**src/hdl/wsdf_pkg.sv**
```systemverilog
// Shared result type, codes and header-length helper function of the frame deframer.
package wsdf_pkg;

   localparam logic [1:0] KIND_HEADER  = 2'd0;
   localparam logic [1:0] KIND_PAYLOAD = 2'd1;
   localparam logic [1:0] KIND_ERROR   = 2'd2;

   localparam logic [2:0] ERR_RSV        = 3'd0;
   localparam logic [2:0] ERR_OPCODE     = 3'd1;
   localparam logic [2:0] ERR_CTL_NOFIN  = 3'd2;
   localparam logic [2:0] ERR_CTL_LONG   = 3'd3;
   localparam logic [2:0] ERR_CTL_RSV1   = 3'd4;
   localparam logic [2:0] ERR_LEN_MSB    = 3'd5;
   localparam logic [2:0] ERR_TOO_LARGE  = 3'd6;

   localparam logic OP_BYTE    = 1'b0;
   localparam logic OP_RESTART = 1'b1;

   localparam logic [6:0] LEN_CODE_16  = 7'd126;
   localparam logic [6:0] LEN_CODE_64  = 7'd127;
   localparam logic [6:0] CTL_LEN_MAX  = 7'd125;
   localparam logic [3:0] OPC_DATA_MAX = 4'h2;
   localparam logic [3:0] OPC_CTL_MAX  = 4'hA;

   typedef struct packed {
      logic [1:0]  kind;
      logic        fin;
      logic        rsv1;
      logic [3:0]  opcode;
      logic        masked;
      logic [62:0] payload_length;
      logic [3:0]  header_length;
      logic [31:0] frame_key;
      logic [7:0]  payload_data;
      logic        last;
      logic [2:0]  error_code;
   } result_type;

   // Header length in bytes for a given length code and mask bit.
   function automatic logic [3:0] hdr_len(input logic [6:0] code, input logic mask);
      logic [3:0] n;
      n = 4'd2;
      if (code == LEN_CODE_16) begin
         n = n + 4'd2;
      end else if (code == LEN_CODE_64) begin
         n = n + 4'd8;
      end
      if (mask) begin
         n = n + 4'd4;
      end
      return n;
   endfunction

endpackage

```
**src/hdl/wsdf_parser.sv**
```systemverilog
// Frame header parser and payload unmasker: parse state and one-byte step logic.
module wsdf_parser (
   input  logic                   clock,
   input  logic                   reset,
   input  logic                   step,
   input  logic                   step_op,
   input  logic [7:0]             step_byte,
   output logic                   emit,
   output wsdf_pkg::result_type   res
);

   localparam logic [2:0] PH_FIRST   = 3'd0;
   localparam logic [2:0] PH_SECOND  = 3'd1;
   localparam logic [2:0] PH_EXTLEN  = 3'd2;
   localparam logic [2:0] PH_KEY     = 3'd3;
   localparam logic [2:0] PH_PAYLOAD = 3'd4;

   logic [2:0]  phase_ff, phase_in;
   logic [7:0]  hdr_ff, hdr_in;
   logic [6:0]  code_ff, code_in;
   logic        mask_ff, mask_in;
   logic [63:0] acc_ff, acc_in;
   logic [3:0]  pend_ff, pend_in;
   logic [31:0] key_ff, key_in;
   logic [1:0]  kidx_ff, kidx_in;
   logic [62:0] rem_ff, rem_in;
   logic        halted_ff, halted_in;

   logic        err_req;
   logic [2:0]  err_code;
   logic        fin_req;
   logic [63:0] fin_acc;
   logic [31:0] fin_key;
   logic        pay_req;
   logic [7:0]  pay_data;
   logic        pay_last;
   logic [3:0]  fin_hl;
   logic [63:0] fin_sum;
   logic        too_large;
   logic [3:0]  opc;
   logic        ctl;
   logic [63:0] acc_shift;
   logic [31:0] key_shift;
   logic [3:0]  pend_dec;
   logic [62:0] rem_dec;
   logic [7:0]  key_byte;

   assign opc       = hdr_ff[3:0];
   assign ctl       = hdr_ff[3];
   assign acc_shift = {acc_ff[55:0], step_byte};
   assign key_shift = {key_ff[23:0], step_byte};
   assign pend_dec  = pend_ff - 4'd1;
   assign rem_dec   = rem_ff - 63'd1;

   always_comb begin
      case (kidx_ff)
         2'd0:    key_byte = key_ff[31:24];
         2'd1:    key_byte = key_ff[23:16];
         2'd2:    key_byte = key_ff[15:8];
         default: key_byte = key_ff[7:0];
      endcase
   end

   always_comb begin
      phase_in  = phase_ff;
      hdr_in    = hdr_ff;
      code_in   = code_ff;
      mask_in   = mask_ff;
      acc_in    = acc_ff;
      pend_in   = pend_ff;
      key_in    = key_ff;
      kidx_in   = kidx_ff;
      rem_in    = rem_ff;
      halted_in = halted_ff;
      err_req   = 1'b0;
      err_code  = wsdf_pkg::ERR_RSV;
      fin_req   = 1'b0;
      fin_acc   = acc_ff;
      fin_key   = key_ff;
      pay_req   = 1'b0;
      pay_data  = 8'd0;
      pay_last  = 1'b0;
      if (step_op == wsdf_pkg::OP_RESTART) begin
         phase_in  = PH_FIRST;
         hdr_in    = 8'd0;
         code_in   = 7'd0;
         mask_in   = 1'b0;
         acc_in    = 64'd0;
         pend_in   = 4'd0;
         key_in    = 32'd0;
         kidx_in   = 2'd0;
         rem_in    = 63'd0;
         halted_in = 1'b0;
      end else if (!halted_ff) begin
         case (phase_ff)
            PH_FIRST: begin
               hdr_in   = step_byte;
               mask_in  = 1'b0;
               code_in  = 7'd0;
               acc_in   = 64'd0;
               key_in   = 32'd0;
               kidx_in  = 2'd0;
               phase_in = PH_SECOND;
            end
            PH_SECOND: begin
               mask_in = step_byte[7];
               code_in = step_byte[6:0];
               if (hdr_ff[5:4] != 2'b00) begin
                  err_req  = 1'b1;
                  err_code = wsdf_pkg::ERR_RSV;
               end else if (!(opc <= wsdf_pkg::OPC_DATA_MAX ||
                              (ctl && opc <= wsdf_pkg::OPC_CTL_MAX))) begin
                  err_req  = 1'b1;
                  err_code = wsdf_pkg::ERR_OPCODE;
               end else if (ctl && !hdr_ff[7]) begin
                  err_req  = 1'b1;
                  err_code = wsdf_pkg::ERR_CTL_NOFIN;
               end else if (ctl && step_byte[6:0] > wsdf_pkg::CTL_LEN_MAX) begin
                  err_req  = 1'b1;
                  err_code = wsdf_pkg::ERR_CTL_LONG;
               end else if (ctl && hdr_ff[6]) begin
                  err_req  = 1'b1;
                  err_code = wsdf_pkg::ERR_CTL_RSV1;
               end else if (step_byte[6:0] < wsdf_pkg::LEN_CODE_16) begin
                  acc_in = {57'd0, step_byte[6:0]};
                  if (step_byte[7]) begin
                     pend_in  = 4'd4;
                     key_in   = 32'd0;
                     phase_in = PH_KEY;
                  end else begin
                     fin_req = 1'b1;
                     fin_acc = {57'd0, step_byte[6:0]};
                  end
               end else begin
                  acc_in   = 64'd0;
                  pend_in  = (step_byte[6:0] == wsdf_pkg::LEN_CODE_16) ? 4'd2 : 4'd8;
                  phase_in = PH_EXTLEN;
               end
            end
            PH_EXTLEN: begin
               acc_in  = acc_shift;
               pend_in = pend_dec;
               if (pend_dec == 4'd0) begin
                  if (code_ff == wsdf_pkg::LEN_CODE_64 && acc_shift[63]) begin
                     err_req  = 1'b1;
                     err_code = wsdf_pkg::ERR_LEN_MSB;
                  end else if (mask_ff) begin
                     pend_in  = 4'd4;
                     key_in   = 32'd0;
                     phase_in = PH_KEY;
                  end else begin
                     fin_req = 1'b1;
                     fin_acc = acc_shift;
                  end
               end
            end
            PH_KEY: begin
               key_in  = key_shift;
               pend_in = pend_dec;
               if (pend_dec == 4'd0) begin
                  fin_req = 1'b1;
                  fin_key = key_shift;
               end
            end
            PH_PAYLOAD: begin
               kidx_in  = kidx_ff + 2'd1;
               rem_in   = rem_dec;
               pay_req  = 1'b1;
               pay_data = step_byte ^ key_byte;
               pay_last = (rem_dec == 63'd0);
               if (rem_dec == 63'd0) begin
                  phase_in = PH_FIRST;
               end
            end
            default: begin
               phase_in = PH_FIRST;
            end
         endcase
      end
   end

   // The too-large check is a carry out of the 63-bit length plus header length.
   assign fin_hl    = wsdf_pkg::hdr_len(code_in, mask_in);
   assign fin_sum   = {1'b0, fin_acc[62:0]} + {60'd0, fin_hl};
   assign too_large = fin_sum[63] | fin_acc[63];

   logic        hdr_ok;
   logic        err_any;
   logic [2:0]  err_any_code;
   logic [2:0]  phase_fin;
   logic [1:0]  kidx_fin;
   logic [62:0] rem_fin;
   logic        halted_fin;

   assign hdr_ok       = fin_req && !too_large;
   assign err_any      = err_req || (fin_req && too_large);
   assign err_any_code = err_req ? err_code : wsdf_pkg::ERR_TOO_LARGE;

   always_comb begin
      phase_fin  = phase_in;
      kidx_fin   = kidx_in;
      rem_fin    = rem_in;
      halted_fin = halted_in;
      if (err_any) begin
         halted_fin = 1'b1;
      end else if (hdr_ok) begin
         if (fin_acc == 64'd0) begin
            phase_fin = PH_FIRST;
         end else begin
            rem_fin   = fin_acc[62:0];
            kidx_fin  = 2'd0;
            phase_fin = PH_PAYLOAD;
         end
      end
   end

   always_comb begin
      res        = '0;
      res.fin    = hdr_in[7];
      res.rsv1   = hdr_in[6];
      res.opcode = hdr_in[3:0];
      res.masked = mask_in;
      if (err_any) begin
         res.kind       = wsdf_pkg::KIND_ERROR;
         res.error_code = err_any_code;
      end else if (hdr_ok) begin
         res.kind           = wsdf_pkg::KIND_HEADER;
         res.payload_length = fin_acc[62:0];
         res.header_length  = fin_hl;
         res.frame_key      = fin_key;
         res.last           = (fin_acc == 64'd0);
      end else begin
         res.kind           = wsdf_pkg::KIND_PAYLOAD;
         res.payload_length = acc_ff[62:0];
         res.header_length  = wsdf_pkg::hdr_len(code_ff, mask_ff);
         res.frame_key      = key_ff;
         res.payload_data   = pay_data;
         res.last           = pay_last;
      end
   end

   assign emit = step && (err_any || hdr_ok || pay_req);

   always_ff @(posedge clock) begin
      if (reset) begin
         phase_ff  <= PH_FIRST;
         hdr_ff    <= 8'd0;
         code_ff   <= 7'd0;
         mask_ff   <= 1'b0;
         acc_ff    <= 64'd0;
         pend_ff   <= 4'd0;
         key_ff    <= 32'd0;
         kidx_ff   <= 2'd0;
         rem_ff    <= 63'd0;
         halted_ff <= 1'b0;
      end else if (step) begin
         phase_ff  <= phase_fin;
         hdr_ff    <= hdr_in;
         code_ff   <= code_in;
         mask_ff   <= mask_in;
         acc_ff    <= acc_in;
         pend_ff   <= pend_in;
         key_ff    <= key_in;
         kidx_ff   <= kidx_fin;
         rem_ff    <= rem_fin;
         halted_ff <= halted_fin;
      end
   end

endmodule

```
**src/hdl/wsdf_out_buf.sv**
```systemverilog
// Two-entry result buffer between the parser and the result channel.
module wsdf_out_buf (
   input  logic                   clock,
   input  logic                   reset,
   input  logic                   push,
   input  wsdf_pkg::result_type   push_data,
   input  logic                   pop_stall,
   output logic                   full,
   output logic                   out_valid,
   output wsdf_pkg::result_type   out_data
);

   wsdf_pkg::result_type ent_ff [2];
   logic [1:0] count_ff, count_in;
   logic       wr_ptr_ff;
   logic       rd_ptr_ff;
   logic       pop;

   assign full      = (count_ff == 2'd2);
   assign out_valid = (count_ff != 2'd0);
   assign out_data  = ent_ff[rd_ptr_ff];
   assign pop       = out_valid && !pop_stall;

   always_comb begin
      count_in = count_ff;
      if (push && !pop) begin
         count_in = count_ff + 2'd1;
      end else if (pop && !push) begin
         count_in = count_ff - 2'd1;
      end
   end

   always_ff @(posedge clock) begin
      if (push) begin
         ent_ff[wr_ptr_ff] <= push_data;
      end
   end

   always_ff @(posedge clock) begin
      if (reset) begin
         count_ff  <= 2'd0;
         wr_ptr_ff <= 1'b0;
         rd_ptr_ff <= 1'b0;
      end else begin
         count_ff <= count_in;
         if (push) begin
            wr_ptr_ff <= ~wr_ptr_ff;
         end
         if (pop) begin
            rd_ptr_ff <= ~rd_ptr_ff;
         end
      end
   end

endmodule

```
**src/hdl/websocket_deframer_unmask_top.sv**
```systemverilog
// Top level of the frame deframer: input register, parser and result buffer.
//
// Takes one byte of a framed stream per beat and returns at most one result per
// beat: a header result when a frame header is complete, one unmasked payload
// byte per payload beat, or an error result that halts the parser until a
// restart beat. A new input beat is taken every cycle while the result side
// keeps up; a result passes through the input register and then an entry of
// the two-entry output buffer before it is on the result ports. When the
// output buffer is full and the input register holds a beat, that beat waits
// and req_stall rises.
module websocket_deframer_unmask_top (
   input  logic         clock,
   input  logic         reset,
   input  logic         req_valid,
   output logic         req_stall,
   input  logic         req_op,
   input  logic [7:0]   req_data_byte,
   output logic         rsp_valid,
   input  logic         rsp_stall,
   output logic [1:0]   rsp_kind,
   output logic         rsp_fin,
   output logic         rsp_rsv1,
   output logic [3:0]   rsp_opcode,
   output logic         rsp_masked,
   output logic [62:0]  rsp_payload_length,
   output logic [3:0]   rsp_header_length,
   output logic [31:0]  rsp_frame_key,
   output logic [7:0]   rsp_payload_data,
   output logic         rsp_last,
   output logic [2:0]   rsp_error_code
);

   logic                 in_valid_ff;
   logic                 in_op_ff;
   logic [7:0]           in_byte_ff;
   logic                 buf_full;
   logic                 advance;
   logic                 emit;
   wsdf_pkg::result_type res;
   wsdf_pkg::result_type out_res;

   assign advance   = in_valid_ff && !buf_full;
   assign req_stall = in_valid_ff && buf_full;

   always_ff @(posedge clock) begin
      if (reset) begin
         in_valid_ff <= 1'b0;
      end else if (!req_stall) begin
         in_valid_ff <= req_valid;
      end
   end

   always_ff @(posedge clock) begin
      if (!req_stall && req_valid) begin
         in_op_ff   <= req_op;
         in_byte_ff <= req_data_byte;
      end
   end

   wsdf_parser u_parser (
      .clock     (clock),
      .reset     (reset),
      .step      (advance),
      .step_op   (in_op_ff),
      .step_byte (in_byte_ff),
      .emit      (emit),
      .res       (res)
   );

   wsdf_out_buf u_out_buf (
      .clock     (clock),
      .reset     (reset),
      .push      (emit),
      .push_data (res),
      .pop_stall (rsp_stall),
      .full      (buf_full),
      .out_valid (rsp_valid),
      .out_data  (out_res)
   );

   assign rsp_kind           = out_res.kind;
   assign rsp_fin            = out_res.fin;
   assign rsp_rsv1           = out_res.rsv1;
   assign rsp_opcode         = out_res.opcode;
   assign rsp_masked         = out_res.masked;
   assign rsp_payload_length = out_res.payload_length;
   assign rsp_header_length  = out_res.header_length;
   assign rsp_frame_key      = out_res.frame_key;
   assign rsp_payload_data   = out_res.payload_data;
   assign rsp_last           = out_res.last;
   assign rsp_error_code     = out_res.error_code;

endmodule

```
**config.mk**
```make
export PLATFORM = sky130hd
export DESIGN_NAME = websocket_deframer_unmask_top
export DESIGN_NICKNAME = d
export VERILOG_FILES = /design/src/hdl/wsdf_pkg.sv /design/src/hdl/wsdf_parser.sv /design/src/hdl/wsdf_out_buf.sv /design/src/hdl/websocket_deframer_unmask_top.sv
export SDC_FILE = /design/constraint.sdc
export NUM_CORES = 1
export LEC_CHECK = 0
export ABC_AREA = 1
export BUFFER_PORTS_ARGS = -buffer_cell sky130_fd_sc_hd__buf_2
export CORE_MARGIN = 5
export CORE_UTILIZATION = 30
export CTS_BUF_LIST = sky130_fd_sc_hd__clkbuf_8
export CTS_CLUSTER_SIZE = 25
export DETAILED_ROUTE_END_ITERATION = 10
export HOLD_SLACK_MARGIN = 0.03
export PLACE_DENSITY = 0.47
export SYNTH_ARGS = -nofsm -noshare
export SYNTH_HDL_FRONTEND = slang
export SYNTH_SLANG_ARGS = --single-unit
```
**constraint.sdc**
```tcl
create_clock -name clock -period 8.4 [get_ports clock]
set_clock_uncertainty 0.05 [all_clocks]
set_input_delay 0.42 -clock clock [delete_from_list [all_inputs] [get_ports clock]]
set_output_delay 0.42 -clock clock [all_outputs]
set_load 0.005 [all_outputs]
```
Word-level counts from Yosys, hierarchy flattened
Memory sizes are Yosys's and may differ from the RTL's. A register that Yosys moved wholly into a read port is not among the register bits.
Cells that the tools add are included.
- output and inout port bits: 122
- register bits after elaboration: 199
- logic and storage cells: 260
- RAM bits: 240
- memories: 1
- input port bits: 13
- memories (name ; words ; width ; read ports ; clocked after memory_dff ; write ports ; line ; RTL):
    u_out_buf.ent_ff ; 2 ; 120 ; 1 ; 1 ; 1 ; wsdf_out_buf.sv:13 ; wsdf_pkg::result_type ent_ff [2];
- bitwise logic cells: 4
- reductions and logical operators: 43
- mux-type cells: 159
- equal/unequal tests: 24
- $add $sub $neg: 8
- order comparisons: 4
- operators with widths (kind ; number):
    two-way mux 64 bit ; 19
    two-way mux 32 bit ; 16
    two-way mux 63 bit ; 6
    one-hot mux 64 bit (3 select lines) ; 1
    one-hot mux 32 bit (4 select lines) ; 1
    one-hot mux 64 bit (2 select lines) ; 1
    two-way mux 108 bit ; 1
    two-way mux 99 bit ; 1
    two-way mux 4 bit ; 21
    two-way mux 3 bit ; 27
    adder 63 x 4 -> 64 bit ; 1
    logical NOT 64 bit ; 1
    logical NOT 63 bit ; 1
    subtractor 63 x 1 -> 63 bit (second input constant) ; 1
    two-way mux 8 bit ; 7
    two-way mux 1 bit ; 38
    equality test 7 bit (second input constant) ; 5
    one-hot mux 8 bit (3 select lines) ; 1
    two-way mux 7 bit ; 3
    != test 3 bit (second input constant) ; 6
    two-way mux 2 bit ; 8
    one-hot mux 3 bit (5 select lines) ; 1
    logical AND 1 bit ; 14
    one-hot mux 7 bit (2 select lines) ; 1
    other kinds (37) ; 60

Depth between registers and ports, before layout
- depth in word-level cells: 21
- mapped depth: 30
- depth with buffers taken out: 26

Cells and area by module
From an unflattened synthesis, not the netlist that was laid out.
- cells, all modules: 3484
- area, all modules: 26097.5 µm²
- by module, submodules not included (module ; area an instance (µm²) ; seq. area each (µm²) ; cells each ; instances):
    wsdf_parser ; 16846.2 ; 3703.6 ; 3058 ; 1
    wsdf_out_buf ; 8927.3 ; 7307.0 ; 409 ; 1
    websocket_deframer_unmask_top ; 324.1 ; 290.3 ; 17 ; 1

Worst setup path after synthesis
No wires, ideal clock.
- kind: register to register
- start: reg u_parser.pend_ff[0]
- end: mem u_out_buf.ent_ff[1][0] (netlist name) (enable)
- data required time: 7.750 ns
- cell stages (with the launch flop): 14
- setup time: 0.600 ns
- arrival time: 6.664 ns
- clock period less this slack: 7.314 ns
- buffers on the path: 0
- path slack: 1.086 ns
- path through: dfxtp_1 inv_1 ha_1 xnor2_1 nand2_1 nor2_4 nand3_1 o211ai_1 nand2_1 inv_1 nor2_1 inv_1 o21ai_0 nor2_1
- word-level cells in the longest chain between the ends: 15
- elaborated cells between the ends (all ways): 26
- classes of those cells: add/sub (2); mux (15); bitwise (1); reduce/logical (8)
- RTL lines (element ; line ; RTL):
    start, declared ; wsdf_parser.sv:23 ; logic [3:0] pend_ff, pend_in;
    start signal, assigned ; wsdf_parser.sv:262 ; pend_ff <= pend_in;
    subtractor 4 x 1 -> 4 bit (*) ; wsdf_parser.sv:52 ; assign pend_dec = pend_ff - 4'd1;
    logical NOT 4 bit (*) ; wsdf_parser.sv:143, wsdf_parser.sv:160 ;
    two-way mux 64 bit ; wsdf_parser.sv:143 ; if (pend_dec == 4'd0) begin
    one-hot mux 64 bit (2 select lines) ; wsdf_parser.sv:95 ; case (phase_ff)
    two-way mux 64 bit ; wsdf_parser.sv:94 ; end else if (!halted_ff) begin
    two-way mux 64 bit ; wsdf_parser.sv:83 ; if (step_op == wsdf_pkg::OP_RESTART) begin
    adder 63 x 4 -> 64 bit ; wsdf_parser.sv:184 ; assign fin_sum = {1'b0, fin_acc[62:0]} + {60'd0, fin_hl};
    bitwise OR 1 bit ; wsdf_parser.sv:185 ; assign too_large = fin_sum[63] | fin_acc[63];
    logical AND 1 bit or logical NOT 1 bit (tied branches) ; wsdf_parser.sv:196, wsdf_parser.sv:195 ;
    logical OR 1 bit or logical AND 1 bit (tied branches) ; wsdf_parser.sv:196, wsdf_parser.sv:195 ;
    logical OR 1 bit (*) (2 in a row) ; wsdf_parser.sv:242 ; assign emit = step && (err_any || hdr_ok || pay_req);
    logical AND 1 bit (*) ; wsdf_parser.sv:242 ;
    two-way mux 1 bit (*) ; wsdf_out_buf.sv:34 ; if (push) begin
    two-way mux 1 bit (implied by the code) (*) ; wsdf_out_buf.sv:35 ; ent_ff[wr_ptr_ff] <= push_data;
    end, declared ; wsdf_out_buf.sv:13 ;
Mark *: on every way between the ends. The rest lies on a longest branch, timed or not.

==> Flow_metrics.wiki <==
{| class="wikitable"
! Metric !! Value
|-
| Leakage dissipation || approximately 12 nW
|-
| Total length of routed met2 wires || around 37 mm
|-
| Origin of the critical flop-to-flop path || in_op_ff
|-
| Syn Nets || 3,267
|-
| Resize count post-CTS || 0
|-
| Cell area after layout || about 28,000 µm²
|-
| Area growth syn-to-layout || 12.55%
|-
| Largest net degree at the start of global routing || between 100 and 150
|-
| Post-layout net count || 3,342
|-
| Register clock-pin slew on the reported worst setup and hold paths || 60 ps
|-
| Fraction of post-synthesis cell area in the top cell type by area || 29.94%
|-
| Number of cells on the worst hold path || 2
|-
| Slew margin rel. || 22.11%
|-
| Total instance count after detailed placement || 4,297
|-
| Detailed placer's ending HPWL || 57.17 mm
|-
| Commonest cells post-synth || 905 x sky130_fd_sc_hd__nand2_1, 363 x sky130_fd_sc_hd__inv_1, 326 x sky130_fd_sc_hd__nor2_1, 297 x sky130_fd_sc_hd__a21oi_1, 247 x sky130_fd_sc_hd__edfxtp_1
|-
| H-tree Lvls || 3
|-
| CTS Root Cell || sky130_fd_sc_hd__clkbuf_8
|-
| Mean area per synthesized cell || 7.639 µm²
|-
| Average detailed-routed wire length per instance || 18.98 µm
|-
| Number of hold buffers added after CTS || 11
|-
| Total Routing Usage GR || 18.43%
|-
| Share of cells above drive strength 1 || 12.53%
|-
| Max FO, Critical Path || 57
|-
| Area of the die || 88,430 µm²
|-
| Die width || 297.4 µm
|-
| Flops & latches, synth || ~440
|-
| Number of vias after detailed routing || 21,890
|-
| Area after DPL || approximately 26,000 µm²
|-
| Metal1 wirelength || 41.32 mm
|-
| Top-level port count || 135
|-
| Power per Cell Area || ~230 nW/µm²
|-
| Detailed-router iteration count before antenna repair || 7
|-
| Data required time of the worst path || around 8800 ps
|-
| Wire length of the first global-routing pass || about 130 mm
|-
| Count of distinct cell types in the synthesized netlist || 49
|-
| Area leader, netlist || sky130_fd_sc_hd__edfxtp_1
|-
| Post-synth design cell area || 24,770 µm²
|-
| Endpoint of the most critical register-to-register path || u_out_buf.ent_ff[0][104]
|-
| Status || completed
|-
| Number of max-cap violations || 0
|-
| End of the worst hold path || u_out_buf.count_ff[0]
|-
| Fill cell total of the finished layout || between 8,000 and 9,000
|-
| Vias per cell || 4.914
|-
| CTS Buffer Depth || 3
|-
| Util after Layout || 34.01%
|-
| Biggest area contributors in the synthesized netlist || sky130_fd_sc_hd__edfxtp_1 30%, sky130_fd_sc_hd__dfxtp_1 15%, sky130_fd_sc_hd__nand2_1 14%
|-
| Max VDD drop || 0.00008326 V
|-
| Startpoint-to-endpoint class of the critical path || register to register
|-
| Min cycle time layout || 5473 ps
|-
| Post-synthesis instance total || 3,243
|-
| Top layer used by detailed routing || met4
|-
| Final count of pins violating max slew || 0
|-
| Setup crit end kind || register
|-
| Total clock buffers created by CTS || 78
|-
| Non-filler cells, final || approximately 4,500
|-
| Total Routed Length || ~85 mm
|-
| Antenna violations before repair || 3
|-
| Initial Util || 30.22%
|-
| Number of routed nets with antenna violations || 0
|-
| Critical-path top delay cell || sky130_fd_sc_hd__inv_2
|-
| Starting DRC count in detailed routing || 1,733
|-
| Kind of cell adding the most delay to the critical path || buffers and inverters
|-
| WP data arrival || 5840 ps
|-
| Warning count from the yosys run || 0
|-
| Ratio of final minimum period to clock period || ~65%
|-
| Gp weighted congestion || between 0.9 and 1
|-
| Depth of the worst register-to-register path || 21
|-
| R2r setup slk || a little under 3000 ps
|-
| Count of endpoints failing hold in the final timing report || 0
|-
| Worst path max stage delay || 660 ps
|-
| Setup TNS || 0 ps
|-
| Sequential standard cell area || between 10,000 and 15,000 µm²
|-
| Prevailing post-synth register cell || sky130_fd_sc_hd__edfxtp_1
|-
| Floorplan die height || 297.4 µm
|-
| Actual transition at the worst max-transition pin || 1164 ps
|-
| Setup Fix Bufs, Post-CTS || 0
|-
| Setup-violating endpoint count in the final report || 0
|-
| RSZ-0062 raised after global routing || false
|-
| Cells along the critical path || inv_2, nand2_1, inv_2, nand2_2, inv_2, nand3_2, buf_4, o21ai_1, ha_1, inv_1, a21oi_1, nand3_1, nand2_1, nand2_1, nor2_1, nand2_2, nand2_2, nor2_4, buf_4, o21ai_1, a21oi_1
|-
| Routed wire length on met3 || 5.033 mm
|-
| Total number of placement rows || ~110
|-
| Drc violations || 0
|-
| Sinks on the clock net || 438
|-
| TritonCTS clock tree || built
|-
| Clock latency on the worst-skew pair || 690 ps
|-
| Critical Path Source Type || register
|-
| Area of the core || 81,980 µm²
|-
| PortBufs || 133
|-
| Max Freq || 0.1827 GHz
|-
| Vias in the first global route || 20,690
|-
| GRT Residual Overflow || 0
|-
| Post-synth EDFFs || 247
|-
| Buffer and inverter count on the worst path || 6
|-
| Area used by multi-input combinational logic || 11,370 µm²
|-
| Top-count cell post-synth || sky130_fd_sc_hd__nand2_1
|-
| Async set or reset register ratio after synthesis || 0%
|-
| Critical hold path startpoint || reset
|-
| Worst min-delay path class || input port to register
|-
| Share of synthesized area occupied by flip-flops and latches || 45.37%
|}
-- layer usage --
metal	vias up	global-route usage [%]
li1	10860	-
met3	105	3.525
met2	583	28.00
met1	10340	26.99
met4	0	4.633
met5	-	0
-- how the worst max path moves through the flow --
| stage | startpoint | slack (ps) | end | cells after the start |
|---|---|---|---|---|
| after detailed placement | in_op_ff | 2960 | u_out_buf.ent_ff[0][104] | 21 |
| final | in_op_ff | 2930 | u_out_buf.ent_ff[0][104] | 21 |
| after floorplan | u_parser.pend_ff[0] | 1090 | u_out_buf.ent_ff[1][0] | 13 |
| after global routing | in_op_ff | 2530 | u_parser.rem_ff[44] | 19 |
| after CTS | in_op_ff | 2950 | u_out_buf.ent_ff[0][104] | 21 |
| after global placement | in_op_ff | 2940 | u_out_buf.ent_ff[0][104] | 21 |
-- state kept, by name, summed over array words and instances (netlist names), named ones only --
name                 count
u_parser.rem_ff         63
u_parser.pend_ff         4
u_parser.acc_ff         64
u_out_buf.rd_ptr_ff      1
u_parser.key_ff         32
in_op_ff                 1
u_parser.halted_ff       1
in_valid_ff              1
u_parser.phase_ff        3
u_parser.hdr_ff          8
in_byte_ff               8
u_out_buf.wr_ptr_ff      1
u_parser.mask_ff         1
u_out_buf.ent_ff       238
u_out_buf.count_ff       2
u_parser.kidx_ff         2
u_parser.code_ff         7
-- through the flow --
step | setup slack, ps | power, W | hold WS, ps
floorplan | 1086 | 0.003855 | 375.5
CTS | 2949 | 0.006539 | 217.4
detailed placement | 2958 | 0.004548 | 380.3
global route | 2527 | 0.006863 | 240.4
global placement | 2936 | 0.004561 | 376.7
finish | 2927 | 0.006472 | 222.5
-- final cells by class --
type                            instances  share of cell area, %
Inverter                              375                  5.048
Clock inverter                         56                  1.014
Timing Repair Buffer                  168                  3.630
Clock buffer                           89                  4.393
Multi-Input combinational cell       2257                  40.78
Sequential cell                       438                  40.33
Antenna cell                            1               0.008975
Tap cell                             1070                  4.801
-- kinds of logic (layout without fill, tap and decap cells) --
logic type / after synthesis / in the layout / share of synthesized area, %
adders and majority gates: 11 / 11 / 0.5555
muxes: 119 / 119 / 5.409
and+or+nand+nor: 1455 / 1455 / 23.73
buffers and inverters: 548 / 688 / 8.980
AOI/OAI and AO/OA: 606 / 606 / 13.64
xor gates and xnor gates: 65 / 65 / 2.298
other: 1 / 2 / 0.01514
DFF: 438 / 438 / 45.37
-- cell usage in the layout, fill, tap and decap left out, types with 5 or more instances in the layout --
cell type / n
sky130_fd_sc_hd__nor2_1: 322
sky130_fd_sc_hd__buf_4: 20
sky130_fd_sc_hd__edfxtp_1: 247
sky130_fd_sc_hd__o21ai_1: 42
sky130_fd_sc_hd__nand2_2: 5
sky130_fd_sc_hd__buf_2: 132
sky130_fd_sc_hd__xnor2_1: 5
sky130_fd_sc_hd__inv_2: 10
sky130_fd_sc_hd__xor2_1: 60
sky130_fd_sc_hd__inv_1: 390
sky130_fd_sc_hd__dfxtp_1: 190
sky130_fd_sc_hd__dlygate4sd3_1: 11
sky130_fd_sc_hd__o211ai_1: 17
sky130_fd_sc_hd__o22ai_1: 15
sky130_fd_sc_hd__ha_1: 11
sky130_fd_sc_hd__nand3b_1: 5
sky130_fd_sc_hd__nand3_1: 131
sky130_fd_sc_hd__a211oi_1: 93
sky130_fd_sc_hd__nor3_1: 26
sky130_fd_sc_hd__o21ai_0: 125
sky130_fd_sc_hd__mux2_2: 119
sky130_fd_sc_hd__nand2_1: 903
sky130_fd_sc_hd__clkinv_1: 12
sky130_fd_sc_hd__clkinv_2: 11
sky130_fd_sc_hd__nor2_4: 8
sky130_fd_sc_hd__nand4_1: 29
sky130_fd_sc_hd__nor4_1: 7
sky130_fd_sc_hd__a21oi_1: 296
sky130_fd_sc_hd__clkbuf_8: 89
-- power by group --
part           total (W)  internal, W  switching, W  leakage [nW]
Sequential       0.00257      0.00243      0.000141          3.87
Combinational    0.00195     0.000625       0.00133          7.59
Clock            0.00195     0.000984      0.000969         0.873
(Power assumes the default switching activity.)
